File: src/hw/rtl/mds_pkg.sv
`default_nettype none

package mds_pkg;

    localparam int unsigned CFG_W      = 16;
    localparam int unsigned CFG_IDX_W  = 2;
    localparam int unsigned PORTION_W  = 8;
    localparam int unsigned FEED_W     = 16;

    localparam logic [CFG_W-1:0] RESET_REVERSE_MS = 16'd500;
    localparam logic [CFG_W-1:0] RESET_PAUSE_MS   = 16'd500;
    localparam logic [CFG_W-1:0] RESET_REST_MS    = 16'd1000;

    localparam logic [CFG_IDX_W-1:0] CFG_REVERSE = 2'd0;
    localparam logic [CFG_IDX_W-1:0] CFG_PAUSE   = 2'd1;
    localparam logic [CFG_IDX_W-1:0] CFG_REST    = 2'd2;

    typedef enum logic [1:0] {
        REQ_TICK  = 2'd0,
        REQ_START = 2'd1,
        REQ_STOP  = 2'd2,
        REQ_RESET = 2'd3
    } t_req;

    typedef enum logic [2:0] {
        PH_BEGIN   = 3'd0,
        PH_REVERSE = 3'd1,
        PH_PAUSE   = 3'd2,
        PH_FORWARD = 3'd3,
        PH_REST    = 3'd4
    } t_phase;

    typedef enum logic [1:0] {
        DRIVE_OFF = 2'd0,
        DRIVE_FWD = 2'd1,
        DRIVE_BWD = 2'd2
    } t_drive;

    localparam logic [1:0] EV_NONE  = 2'd0;
    localparam logic [1:0] EV_BEGAN = 2'd1;
    localparam logic [1:0] EV_ENDED = 2'd2;

    typedef struct packed {
        logic [CFG_W-1:0] reverse_ms;
        logic [CFG_W-1:0] pause_ms;
        logic [CFG_W-1:0] rest_ms;
    } t_cfg;

    typedef struct packed {
        logic                 pin_a;
        logic                 pin_b;
        logic                 running;
        logic [1:0]           feed_event;
        logic [PORTION_W-1:0] portions_left;
        logic [2:0]           phase;
    } t_result;

endpackage

`default_nettype wire

File: src/hw/rtl/mds_cfg.sv
`default_nettype none

module mds_cfg
    import mds_pkg::*;
(
    input  wire logic                 i_clk,
    input  wire logic                 i_rst_n,
    input  wire logic                 i_cfg_we,
    input  wire logic [CFG_IDX_W-1:0] i_cfg_idx,
    input  wire logic [CFG_W-1:0]     i_cfg_wdata,
    output t_cfg                      o_cfg
);

    t_cfg r_cfg;

    always_ff @(posedge i_clk) begin
        if (!i_rst_n) begin
            r_cfg.reverse_ms <= RESET_REVERSE_MS;
            r_cfg.pause_ms   <= RESET_PAUSE_MS;
            r_cfg.rest_ms    <= RESET_REST_MS;
        end else if (i_cfg_we) begin
            unique case (i_cfg_idx)
                CFG_REVERSE: r_cfg.reverse_ms <= i_cfg_wdata;
                CFG_PAUSE:   r_cfg.pause_ms   <= i_cfg_wdata;
                CFG_REST:    r_cfg.rest_ms    <= i_cfg_wdata;
                default: begin
                end
            endcase
        end
    end

    assign o_cfg = r_cfg;

endmodule

`default_nettype wire

File: src/hw/rtl/mds_core.sv
`default_nettype none

module mds_core
    import mds_pkg::*;
#(
    parameter int unsigned TIMER_BITS = 16
) (
    input  wire logic                 i_clk,
    input  wire logic                 i_rst_n,
    input  wire logic                 i_exec,
    input  var  t_req                 i_req,
    input  wire logic [PORTION_W-1:0] i_portion_count,
    input  wire logic [FEED_W-1:0]    i_feed_ticks,
    input  var  t_cfg                 i_cfg,
    output t_result                   o_result
);

    localparam int unsigned CMP_W = (TIMER_BITS > CFG_W) ? TIMER_BITS : CFG_W;
    localparam logic [TIMER_BITS-1:0] TIMER_MAX = {TIMER_BITS{1'b1}};

    t_phase                r_phase,    n_phase;
    t_drive                r_drive,    n_drive;
    logic [PORTION_W-1:0]  r_portions, n_portions;
    logic [TIMER_BITS-1:0] r_elapsed,  n_elapsed;
    logic [FEED_W-1:0]     r_feed_len, n_feed_len;
    logic                  r_running,  n_running;
    logic [1:0]            event_code;
    logic [TIMER_BITS-1:0] elapsed_inc;
    logic [CMP_W-1:0]      elapsed_cmp;
    logic                  reverse_done;
    logic                  pause_done;
    logic                  forward_done;
    logic                  rest_done;

    // saturating tick counter, phases compare against the advanced value
    assign elapsed_inc  = (r_elapsed == TIMER_MAX) ? r_elapsed : r_elapsed + 1'b1;
    assign elapsed_cmp  = CMP_W'(elapsed_inc);
    assign reverse_done = elapsed_cmp >= CMP_W'(i_cfg.reverse_ms);
    assign pause_done   = elapsed_cmp >= CMP_W'(i_cfg.pause_ms);
    assign forward_done = elapsed_cmp >= CMP_W'(r_feed_len);
    assign rest_done    = elapsed_cmp >= CMP_W'(i_cfg.rest_ms);

    always_comb begin
        n_phase    = r_phase;
        n_drive    = r_drive;
        n_portions = r_portions;
        n_elapsed  = r_elapsed;
        n_feed_len = r_feed_len;
        n_running  = r_running;
        event_code = EV_NONE;
        unique case (i_req)
            REQ_TICK: begin
                n_elapsed = elapsed_inc;
                if (r_portions == '0) begin
                    if (r_running) begin
                        n_drive    = DRIVE_OFF;
                        n_running  = 1'b0;
                        event_code = EV_ENDED;
                    end
                end else begin
                    unique case (r_phase)
                        PH_BEGIN: begin
                            n_elapsed = '0;
                            n_drive   = DRIVE_BWD;
                            n_phase   = PH_REVERSE;
                        end
                        PH_REVERSE: begin
                            if (reverse_done) begin
                                n_elapsed = '0;
                                n_drive   = DRIVE_OFF;
                                n_phase   = PH_PAUSE;
                            end
                        end
                        PH_PAUSE: begin
                            if (pause_done) begin
                                n_elapsed = '0;
                                n_drive   = DRIVE_FWD;
                                n_phase   = PH_FORWARD;
                            end
                        end
                        PH_FORWARD: begin
                            if (forward_done) begin
                                n_elapsed = '0;
                                n_drive   = DRIVE_OFF;
                                n_phase   = PH_REST;
                            end
                        end
                        PH_REST: begin
                            if (rest_done) begin
                                n_elapsed  = '0;
                                n_portions = r_portions - 1'b1;
                                n_phase    = PH_BEGIN;
                            end
                        end
                        default: begin
                        end
                    endcase
                end
            end
            REQ_START: begin
                n_elapsed  = '0;
                n_phase    = PH_BEGIN;
                n_portions = i_portion_count;
                n_feed_len = i_feed_ticks;
                n_running  = 1'b1;
                event_code = EV_BEGAN;
            end
            REQ_STOP: begin
                n_drive    = DRIVE_OFF;
                n_running  = 1'b0;
                event_code = EV_ENDED;
            end
            REQ_RESET: begin
                n_portions = '0;
                n_drive    = DRIVE_OFF;
                n_running  = 1'b0;
                event_code = EV_ENDED;
            end
            default: begin
            end
        endcase
    end

    always_ff @(posedge i_clk) begin
        if (!i_rst_n) begin
            r_phase    <= PH_BEGIN;
            r_drive    <= DRIVE_OFF;
            r_portions <= '0;
            r_elapsed  <= '0;
            r_feed_len <= '0;
            r_running  <= 1'b0;
        end else if (i_exec) begin
            r_phase    <= n_phase;
            r_drive    <= n_drive;
            r_portions <= n_portions;
            r_elapsed  <= n_elapsed;
            r_feed_len <= n_feed_len;
            r_running  <= n_running;
        end
    end

    assign o_result.pin_a         = (n_drive == DRIVE_FWD);
    assign o_result.pin_b         = (n_drive == DRIVE_BWD);
    assign o_result.running       = n_running;
    assign o_result.feed_event    = event_code;
    assign o_result.portions_left = n_portions;
    assign o_result.phase         = n_phase;

endmodule

`default_nettype wire

File: src/hw/rtl/motor_dose_sequencer.sv
// motor dose sequencer: runs an h-bridge through reverse, pause, forward and
// rest once per portion, counting portions down to zero.
// input channel (i_in_valid / o_in_ready): one word per request, a one
// millisecond tick, start (loads portion count and feed ticks), stop or reset.
// output channel (o_out_valid / i_out_ready): exactly one result word per
// request: bridge pin levels, running flag, begin/end event, portions left
// and current phase.
// config port: i_cfg_we with i_cfg_idx 0 reverse, 1 pause, 2 rest time in
// ticks; the user writes it only while no request is in flight, which the
// block does not enforce; index 3 is ignored. a word accepted into the input
// register passes through the step logic into the result register.
// throughput: one word per clock while the receiver takes results; the step
// logic is an increment, a decrement, four threshold compares and selection.
// when the receiver stalls the result register holds, the input register
// fills, and o_in_ready drops only while both are full.
// reset (synchronous, active low) empties both registers, sets the core's
// drive off, clears session state and loads 500/500/1000 tick phase times.
`default_nettype none

module motor_dose_sequencer
    import mds_pkg::*;
#(
    parameter int unsigned TIMER_BITS = 16
) (
    input  wire logic                 i_clk,
    input  wire logic                 i_rst_n,
    input  wire logic                 i_in_valid,
    output logic                      o_in_ready,
    input  wire logic [1:0]           i_req_type,
    input  wire logic [PORTION_W-1:0] i_portion_count,
    input  wire logic [FEED_W-1:0]    i_feed_ticks,
    output logic                      o_out_valid,
    input  wire logic                 i_out_ready,
    output logic                      o_pin_a,
    output logic                      o_pin_b,
    output logic                      o_running,
    output logic [1:0]                o_feed_event,
    output logic [PORTION_W-1:0]      o_portions_left,
    output logic [2:0]                o_phase,
    input  wire logic                 i_cfg_we,
    input  wire logic [CFG_IDX_W-1:0] i_cfg_idx,
    input  wire logic [CFG_W-1:0]     i_cfg_wdata
);

    logic                 r_in_valid;
    t_req                 r_req;
    logic [PORTION_W-1:0] r_portion_count;
    logic [FEED_W-1:0]    r_feed_ticks;
    logic                 r_out_valid;
    t_result              r_result;
    t_result              step_result;
    t_cfg                 cfg;
    logic                 exec;
    logic                 in_fire;

    assign exec       = r_in_valid && (!r_out_valid || i_out_ready);
    assign o_in_ready = !r_in_valid || exec;
    assign in_fire    = i_in_valid && o_in_ready;

    always_ff @(posedge i_clk) begin
        if (!i_rst_n) begin
            r_in_valid <= 1'b0;
        end else if (in_fire) begin
            r_in_valid <= 1'b1;
        end else if (exec) begin
            r_in_valid <= 1'b0;
        end
    end

    always_ff @(posedge i_clk) begin
        if (in_fire) begin
            r_req           <= t_req'(i_req_type);
            r_portion_count <= i_portion_count;
            r_feed_ticks    <= i_feed_ticks;
        end
    end

    mds_cfg u_cfg (
        .i_clk       (i_clk),
        .i_rst_n     (i_rst_n),
        .i_cfg_we    (i_cfg_we),
        .i_cfg_idx   (i_cfg_idx),
        .i_cfg_wdata (i_cfg_wdata),
        .o_cfg       (cfg)
    );

    mds_core #(
        .TIMER_BITS (TIMER_BITS)
    ) u_core (
        .i_clk           (i_clk),
        .i_rst_n         (i_rst_n),
        .i_exec          (exec),
        .i_req           (r_req),
        .i_portion_count (r_portion_count),
        .i_feed_ticks    (r_feed_ticks),
        .i_cfg           (cfg),
        .o_result        (step_result)
    );

    always_ff @(posedge i_clk) begin
        if (!i_rst_n) begin
            r_out_valid <= 1'b0;
        end else if (exec) begin
            r_out_valid <= 1'b1;
        end else if (i_out_ready) begin
            r_out_valid <= 1'b0;
        end
    end

    always_ff @(posedge i_clk) begin
        if (exec) begin
            r_result <= step_result;
        end
    end

    assign o_out_valid     = r_out_valid;
    assign o_pin_a         = r_result.pin_a;
    assign o_pin_b         = r_result.pin_b;
    assign o_running       = r_result.running;
    assign o_feed_event    = r_result.feed_event;
    assign o_portions_left = r_result.portions_left;
    assign o_phase         = r_result.phase;

`ifndef SYNTHESIS
    a_pins_exclusive: assert property (@(posedge i_clk) disable iff (!i_rst_n)
        o_out_valid |-> !(o_pin_a && o_pin_b))
        else $error("both bridge inputs driven");

    a_began_running: assert property (@(posedge i_clk) disable iff (!i_rst_n)
        (o_out_valid && o_feed_event == EV_BEGAN) |-> o_running)
        else $error("begin event without running session");

    a_ended_released: assert property (@(posedge i_clk) disable iff (!i_rst_n)
        (o_out_valid && o_feed_event == EV_ENDED) |-> (!o_running && !o_pin_a && !o_pin_b))
        else $error("end event with motor still held");

    a_full_stall: assert property (@(posedge i_clk) disable iff (!i_rst_n)
        (r_in_valid && r_out_valid && !i_out_ready) |-> (!o_in_ready && !exec))
        else $error("word taken while both stages are full and stalled");
`endif

endmodule

`default_nettype wire
File: config.mk
export PLATFORM = sky130hd
export DESIGN_NAME = motor_dose_sequencer
export DESIGN_NICKNAME = d
export VERILOG_FILES = /design/src/hw/rtl/mds_pkg.sv /design/src/hw/rtl/mds_cfg.sv /design/src/hw/rtl/mds_core.sv /design/src/hw/rtl/motor_dose_sequencer.sv
export SDC_FILE = /design/constraint.sdc
export NUM_CORES = 1
export LEC_CHECK = 0
export ABC_CLOCK_PERIOD_IN_PS = 3600
export BUFFER_PORTS_ARGS = -buffer_cell sky130_fd_sc_hd__buf_2
export CAP_MARGIN = 20
export CORE_MARGIN = 2
export CORE_UTILIZATION = 38
export CTS_CLUSTER_DIAMETER = 150
export DETAILED_ROUTE_END_ITERATION = 12
export GPL_TIMING_DRIVEN = 0
export HOLD_SLACK_MARGIN = 0.05
export PLACE_DENSITY = 0.61
export SLEW_MARGIN = 20
export SYNTH_ARGS = -nofsm -noshare
export SYNTH_HDL_FRONTEND = slang
export SYNTH_SLANG_ARGS = --single-unit
File: constraint.sdc
create_clock -name i_clk -period 3.6 [get_ports i_clk]
set_clock_uncertainty 0.2 [all_clocks]
set_input_delay 0.36 -clock i_clk [delete_from_list [all_inputs] [get_ports i_clk]]
set_output_delay 0.36 -clock i_clk [all_outputs]
set_load 0.02 [all_outputs]
==> reports/results.tsv, run 1 <==
metric	value	unit
cell area after layout	10100	um^2
Die Wd	144	um
Ys Warns	0	
most common cell after layout, fill and taps aside	nand2_1	
DR WL/cell	16.2	um
CTS H-tree lvls	4	
1st-iter DRT viols	478	
clock slew at reported path FFs	0.06	ns
sequential-to-total area share from yosys stat	42.7	%
die area	20700	um^2
largest fanout on the critical path	4	
area share of the largest cell type after synthesis	25.8	%
Rows	51	
setup TNS	-15.13	ns
Core Area	19300	um^2
top cells by area, synth	dfxtp_1 26%, edfxtp_1 17%, ha_1 11%	
layout cells sized above 1	23.7	%
largest net degree at the start of global routing	27	
syn_nets	951	
Area Overhead vs Synth	35.9	%
WHS	0.0689	ns
Syn Inst Count	836	
min-delay src	i_out_ready	
Crit. End Element	register	
Final Hold Vio Count	0	
Post-synth EDFFs	42	
max frequency	245	MHz
unrepaired setup endpoints after global routing	true	
Clock Tree Buf Depth	2	
first-pass GRT wire length	32.8	mm
Data arrival, critical path	4.06	ns
Starting Density	38.5	%
status	complete, but fails checks	
met3 WL	1.03	mm
critical path required time	3.59	ns
Synth async-reset ratio	0	%
failing checks	negative setup slack	
total power	0.00388	W
Power Dens Cells	383	nW/um^2
antenna cells	0	
P_leak	4.12	nW
WS Path Type	reg2reg	
reg-to-reg startpoint	u_core.r_elapsed[1]$_SDFFE_PN0P_	
leading area contributor after synthesis	dfxtp_1	
Tot GR Track Use	20.7	%
worst slew pin tran	0.927	ns
Worst Hold Path EP	o_out_valid$_SDFFE_PN0P_	
Residual DRC	0	
Reg-to-Reg End	o_portions_left[1]$_DFFE_PP_	
FF-to-FF path depth	18	
GRT overflow	0	
post-synthesis area per instance	8.91	um^2
Final setup viols	42	
Worst-Skew Late Latency	0.43	ns
Die Ht	144	um
Tightest Hold Check Type	in2reg	
DR WL met2	9.56	mm
Slew headroom	37.7	%
Post-Syn Area	7450	um^2
commonest non-fill, non-tap cells in the layout	161 x nand2_1, 89 x dfxtp_1, 70 x inv_1, 68 x buf_2, 59 x ha_1	
number of global-route vias before repair	6260	
clock sinks	138	
fin worst setup slack	-0.476	ns
Root Buffer	clkbuf_16	
nets@finish	1124	
detailed-router iteration count before antenna repair	5	
fin crit share	113	%
total CTS buffers	17	
depth of the worst hold-timing path	3	
GPL Wtd Cong	0.912	
library cells used by synthesis	64	
max layer used	met4	
maximum VDD drop	0.316	mV
Top-Level Pins	67	
min cycle time layout	4.08	ns
Post-synth top flop	dfxtp_1	
Detailed Place HPWL	14.2	mm
reg2reg setup slack	-0.48	ns
Final Max Tran Viols	0	
#FFs+latches synth	138	
vias	6707	
Post-Route WL	20.9	mm
CTS tree	yes	
DRT antenna net count	0	
DRT met1 WL	9.93	mm
Via density	5.21	
Placed Instance Area	8230	um^2
CP startpoint kind	register	
initial antenna violation count	0	
Max-Cap Viols	0	
Port Buffers	66	
[metrics by stage]
step | worst slack, ns | std cells | util, %
2_1_floorplan | -0.0775 | 836 | -
3_3_place_gp | -0.943 | 1167 | 42.6
3_5_place_dp | -0.956 | 1167 | 42.6
4_1_cts | -0.343 | 1276 | 51.0
5_1_grt | -0.590 | 1287 | 52.4
6_report | -0.476 | 1287 | 52.4
[worst max path at each step]
stage / cells past startpoint / from / slack, ns / end
finish: 18 / u_core.r_elapsed[1]$_SDFFE_PN0P_ / -0.48 / o_portions_left[1]$_DFFE_PP_
global route: 16 / u_core.r_elapsed[1]$_SDFFE_PN0P_ / -0.59 / o_portions_left[1]$_DFFE_PP_
CTS: 15 / u_core.r_elapsed[0]$_SDFFE_PN0P_ / -0.34 / u_core.r_elapsed[2]$_SDFFE_PN0P_
detailed placement: 14 / u_core.r_elapsed[1]$_SDFFE_PN0P_ / -0.96 / u_core.r_elapsed[5]$_SDFFE_PN0P_
global placement: 14 / u_core.r_elapsed[1]$_SDFFE_PN0P_ / -0.94 / u_core.r_elapsed[13]$_SDFFE_PN0P_
floorplan: 15 / u_core.r_elapsed[0]$_SDFFE_PN0P_ / -0.08 / u_core.r_elapsed[5]$_SDFFE_PN0P_
[synthesized netlist by cell type, types with 3 or more instances]
| cell type | instances |
|---|---|
| a21oi_1 | 34 |
| ha_1 | 66 |
| o211ai_1 | 20 |
| nor2b_1 | 4 |
| clkbuf_1 | 32 |
| inv_1 | 70 |
| nor4_1 | 6 |
| a31oi_1 | 11 |
| a21boi_0 | 52 |
| nand2b_1 | 5 |
| nand3_1 | 17 |
| o21a_1 | 8 |
| nor3_1 | 9 |
| and2_1 | 8 |
| o21ai_0 | 24 |
| o311a_1 | 3 |
| edfxtp_1 | 42 |
| a211oi_1 | 4 |
| a21o_1 | 12 |
| dfxtp_1 | 96 |
| buf_2 | 3 |
| nand4_1 | 14 |
| xnor2_1 | 8 |
| and4_1 | 4 |
| nor2_1 | 39 |
| and3_1 | 10 |
| o31a_1 | 4 |
| a22o_1 | 11 |
| or2_2 | 5 |
| nand2_1 | 165 |
| o221ai_1 | 6 |
[report_power, final]
group	internal [W]	switching [W]
Sequential	0.00166	0.0000243
Clock	0.00103	0.000733
Combinational	0.000179	0.000251
Total	0.00287	0.00101
[logic make-up (layout without fill, tap and decap cells)]
group                      after synthesis  count (layout)  synth area share, %
AOI/OAI and AO/OA                      218             218                 21.4
xor gates and xnor gates                 9               9                 1.06
DFF                                    138             138                 42.7
and+or+nand+nor                        295             295                 17.8
buffers and inverters                  107             293                 5.54
muxes                                    3               3                0.420
adders and majority gates               66              66                 11.1
[per-layer routing]
metal	GRT usage (%)	vias to the layer above
li1	-	3322
met1	28.3	3167
met2	33.2	188
met3	4.21	30
met4	5.99	0
met5	0	-
[flip-flops by register name, indices dropped and copies added (netlist names), 2 cells and up]
register and cells:
u_core.r_drive 2, r_req 2, r_portion_count 8, r_feed_ticks 16
o_feed_event 2, u_core.r_feed_len 16, o_phase 3, u_core.r_elapsed 16
o_portions_left 8, u_core.r_portions 8, u_core.r_phase 3, u_cfg.o_cfg 48
[cell type report]
cell class / count / area (um^2)
Clock inverter: 15 / 163
Sequential cell: 138 / 3200
Fill cell: 1759 / 9210
Multi-Input combinational cell: 591 / 4440
Clock buffer: 17 / 425
Timing Repair Buffer: 154 / 1150
Inverter: 71 / 267
Tap cell: 265 / 332
Buffer: 36 / 154
[critical path, cell delays in order (launching register included)]
cell and delay [ns]:
dfxtp_4 0.36, ha_4 0.16, and3_4 0.18, and3_4 0.19, a31oi_4 0.16, buf_4 0.14, buf_6 0.08, nand2_2 0.05
and2_4 0.16, or2_4 0.28, ha_4 0.28, nand4_1 0.18, a2111oi_4 0.24, buf_4 0.19, buf_4 0.12, o31a_1 0.23
and4_4 0.28, a211oi_2 0.08, or2_4 0.25
[timing repair]
item / CTS / global route
buffers inserted: 34 / 12
hold buffers: 43 / 0
pin swaps: 42 / 33
endpoints found under the setup margin: 42 / 42
gates resized for setup: 80 / 33
endpoints found under the hold margin: 74 / 0
(Power assumes the default switching activity.)
==> inputs of run 2 (changes only) <==
--- a/config.mk
+++ b/config.mk
@@ -5,16 +5,18 @@
 export SDC_FILE = /design/constraint.sdc
 export NUM_CORES = 1
 export LEC_CHECK = 0
+export ABC_AREA = 1
 export ABC_CLOCK_PERIOD_IN_PS = 3600
 export BUFFER_PORTS_ARGS = -buffer_cell sky130_fd_sc_hd__buf_2
 export CAP_MARGIN = 20
-export CORE_MARGIN = 2
+export CORE_MARGIN = 1.5
 export CORE_UTILIZATION = 38
 export CTS_CLUSTER_DIAMETER = 150
 export DETAILED_ROUTE_END_ITERATION = 12
 export GPL_TIMING_DRIVEN = 0
 export HOLD_SLACK_MARGIN = 0.05
 export PLACE_DENSITY = 0.61
+export RECOVER_POWER = 50
 export SLEW_MARGIN = 20
 export SYNTH_ARGS = -nofsm -noshare
 export SYNTH_HDL_FRONTEND = slang
==> reports/results.tsv, run 2 <==
metric	value	unit	change
CTS tree	yes		
vias	6515		-2.9%
status	finished, final reports clean		
number of global-route vias before repair	6026		-3.7%
Ys Warns	0		unchanged
detailed-router iteration count before antenna repair	5		unchanged
Final Max Tran Viols	0		unchanged
Area Overhead vs Synth	30.1	%	
total CTS buffers	17		unchanged
Die Ht	142	um	-1.4%
Clock Tree Buf Depth	2		unchanged
antenna cells	0		unchanged
first-pass GRT wire length	29.4	mm	-10%
total power	0.00410	W	+5.8%
P_leak	4.25	nW	+3.2%
leading area contributor after synthesis	dfxtp_1		
most common cell after layout, fill and taps aside	nand2_1		
maximum VDD drop	0.349	mV	+10%
GPL Wtd Cong	0.898		-1.5%
Max-Cap Viols	0		unchanged
max frequency	286	MHz	+17%
DRT antenna net count	0		unchanged
clock sinks	138		unchanged
Power Dens Cells	430	nW/um^2	+12%
Post-synth EDFFs	42		unchanged
nets@finish	1184		+5.3%
die area	20200	um^2	-2.8%
Post-Route WL	18.4	mm	-12%
Core Area	18800	um^2	-2.6%
commonest non-fill, non-tap cells in the layout	173 x nand2_1, 133 x inv_1, 98 x a21oi_1, 89 x dfxtp_1, 62 x o21ai_0		
Post-synth top flop	dfxtp_1		
CTS H-tree lvls	4		unchanged
initial antenna violation count	0		unchanged
Final setup viols	0		-100%
Slew headroom	34.8	%	-2.9 points
post-synthesis area per instance	7.93	um^2	-11%
Detailed Place HPWL	13.1	mm	-8.1%
most common cell in the netlist	nand2_1		
Crit. End Element	register		
syn_nets	1041		+9.5%
Starting Density	39.0	%	+0.45 points
Rows	50		-2.0%
max reg flops	48		unchanged
clock slew at reported path FFs	0.06	ns	about the same
fill cell count	1798		+2.2%
Syn Inst Count	926		+11%
1st-iter DRT viols	326		-32%
WHS	0.0658	ns	-0.00309 ns
top cells by area, synth	dfxtp_1 26%, edfxtp_1 17%, ha_1 11%		
library cells used by synthesis	36		-44%
Die Wd	142	um	-1.4%
Residual DRC	0		unchanged
Synth async-reset ratio	0	%	unchanged
Post-Syn Area	7340	um^2	-1.5%
Tot GR Track Use	18.7	%	-2.0 points
#FFs+latches synth	138		unchanged
largest net degree at the start of global routing	27		unchanged
Top-Level Pins	67		unchanged
area share of the largest cell type after synthesis	26.2	%	+0.39 points
Root Buffer	clkbuf_16		
WS Path Type	reg2reg		
Port Buffers	66		unchanged
layout cells sized above 1	17.0	%	-6.7 points
CP startpoint kind	register		
worst slew pin tran	0.977	ns	+0.0510 ns
GRT overflow	0		unchanged
Final Hold Vio Count	0		unchanged
fin crit share	97.1	%	-16 points
DR WL/cell	13.7	um	-15%
Via density	4.85		-6.8%
top post-synthesis cells by count	191 x nand2_1, 136 x inv_1, 106 x a21oi_1, 96 x dfxtp_1, 66 x ha_1		
Data arrival, critical path	3.65	ns	-0.41 ns
Worst-Skew Late Latency	0.43	ns	about the same
Tightest Hold Check Type	in2reg		
sequential-to-total area share from yosys stat	43.4	%	+0.64 points
min cycle time layout	3.50	ns	-0.579 ns
unrepaired setup endpoints after global routing	true		
critical path required time	3.75	ns	+0.16 ns
largest fanout on the critical path	5		+1
-- run 2: cell count changes in the layout (fill, tap and decap cells not counted), moves of 10 or more --
cell / change
a21boi_0: -47
a21o_1: -10
a21oi_1: +73
a22o_1: -11
buf_2: -21
buf_4: -26
clkbuf_1: +16
inv_1: +63
nand2_1: +12
nand2_2: +15
nand3_1: +33
o21ai_0: +50
-- run 2: timing repair --
action,CTS,global route
endpoints found under the hold margin,50,0
buffers inserted,6,11
pin swaps,7,26
cloned,1,2
endpoints found under the setup margin,42,42
hold buffers,39,0
resized for setup,24,72
-- run 2: layer usage --
layer | vias up | track usage (%) | share of wire, %
met2 | 130 | 31.3 | 48
met4 | 0 | 6.35 | 1.5
met5 | - | 0 | 0
met1 | 2996 | 24.1 | 46
met3 | 26 | 3.80 | 4.1
li1 | 3363 | - | -
-- run 2: area by class of cell --
class                   instances  area, um^2  share of cell area, %
multi-input cells             617        3820                   40.0
flip-flops and latches        138        3200                   33.5
repair buffers                123         858                   8.99
clock buffers                  24         547                   5.73
inverters                     143         544                   5.70
well taps                     260         325                   3.41
clock inverters                 8         125                   1.31
plain buffers                  28         123                   1.28
repair inverters                1        5.00                 0.0524
-- run 2: cells by family (layout without fill, tap and decap cells) --
kind of cell	Yosys count	count (layout)	synth area share, %
compound gates	202	202	14.9
xor+xnor	14	14	1.67
fa+ha+maj	66	66	11.2
buf+inv	171	327	8.88
flops	138	138	43.4
simple gates	335	335	20.0
-- run 2: worst paths after layout --
check             slack [ns]                             start                          endpoint  cells past startpoint
setup / recovery        0.10  u_core.r_elapsed[0]$_SDFFE_PN0P_  u_core.r_elapsed[4]$_SDFFE_PN0P_                     24
hold reg to reg         0.26      u_cfg.o_cfg[25]$_SDFFE_PN0P_      u_cfg.o_cfg[25]$_SDFFE_PN0P_                      2
setup reg to reg        0.10  u_core.r_elapsed[0]$_SDFFE_PN0P_  u_core.r_elapsed[4]$_SDFFE_PN0P_                     24
hold / removal          0.07                   i_cfg_wdata[13]      u_cfg.o_cfg[13]$_SDFFE_PN0P_                      3
-- run 2: per-stage QoR --
stage / cell area (um^2) / utilization [%] / cells / setup TNS, ns / worst slack, ns
global placement: 8000 / 42.5 / 1252 / -11.01 / -0.393
finish: 9550 / 50.7 / 1342 / 0 / 0.103
global route: 9550 / 50.7 / 1342 / -0.585 / -0.101
detailed placement: 8000 / 42.5 / 1252 / -14.02 / -0.495
CTS: 9210 / 48.9 / 1330 / 0 / 0.0149
floorplan: 7340 / - / 926 / 0 / 0.337
-- run 2: where the power goes --
| part | switching [W] | internal (W) |
|---|---|---|
| registers | 0.0000256 | 0.00168 |
| logic | 0.000281 | 0.000176 |
| clock network | 0.000668 | 0.00127 |
-- run 2: worst max-delay path: stages (launching register included) --
cell	delay (ns)
dfxtp_4	0.38
ha_4	0.16
inv_4	0.04
nor3_2	0.13
and2_4	0.19
nand3_4	0.08
nor2_4	0.23
buf_6	0.14
nor3_1	0.04
a21oi_2	0.11
buf_6	0.14
ha_1	0.25
nand2_1	0.10
nor2_1	0.06
and2_1	0.15
nor2_1	0.09
nand2_1	0.10
nand2_2	0.09
nand3_1	0.09
nand2_2	0.12
inv_2	0.05
nand3_4	0.11
buf_12	0.12
nand3_1	0.08
a21oi_2	0.17
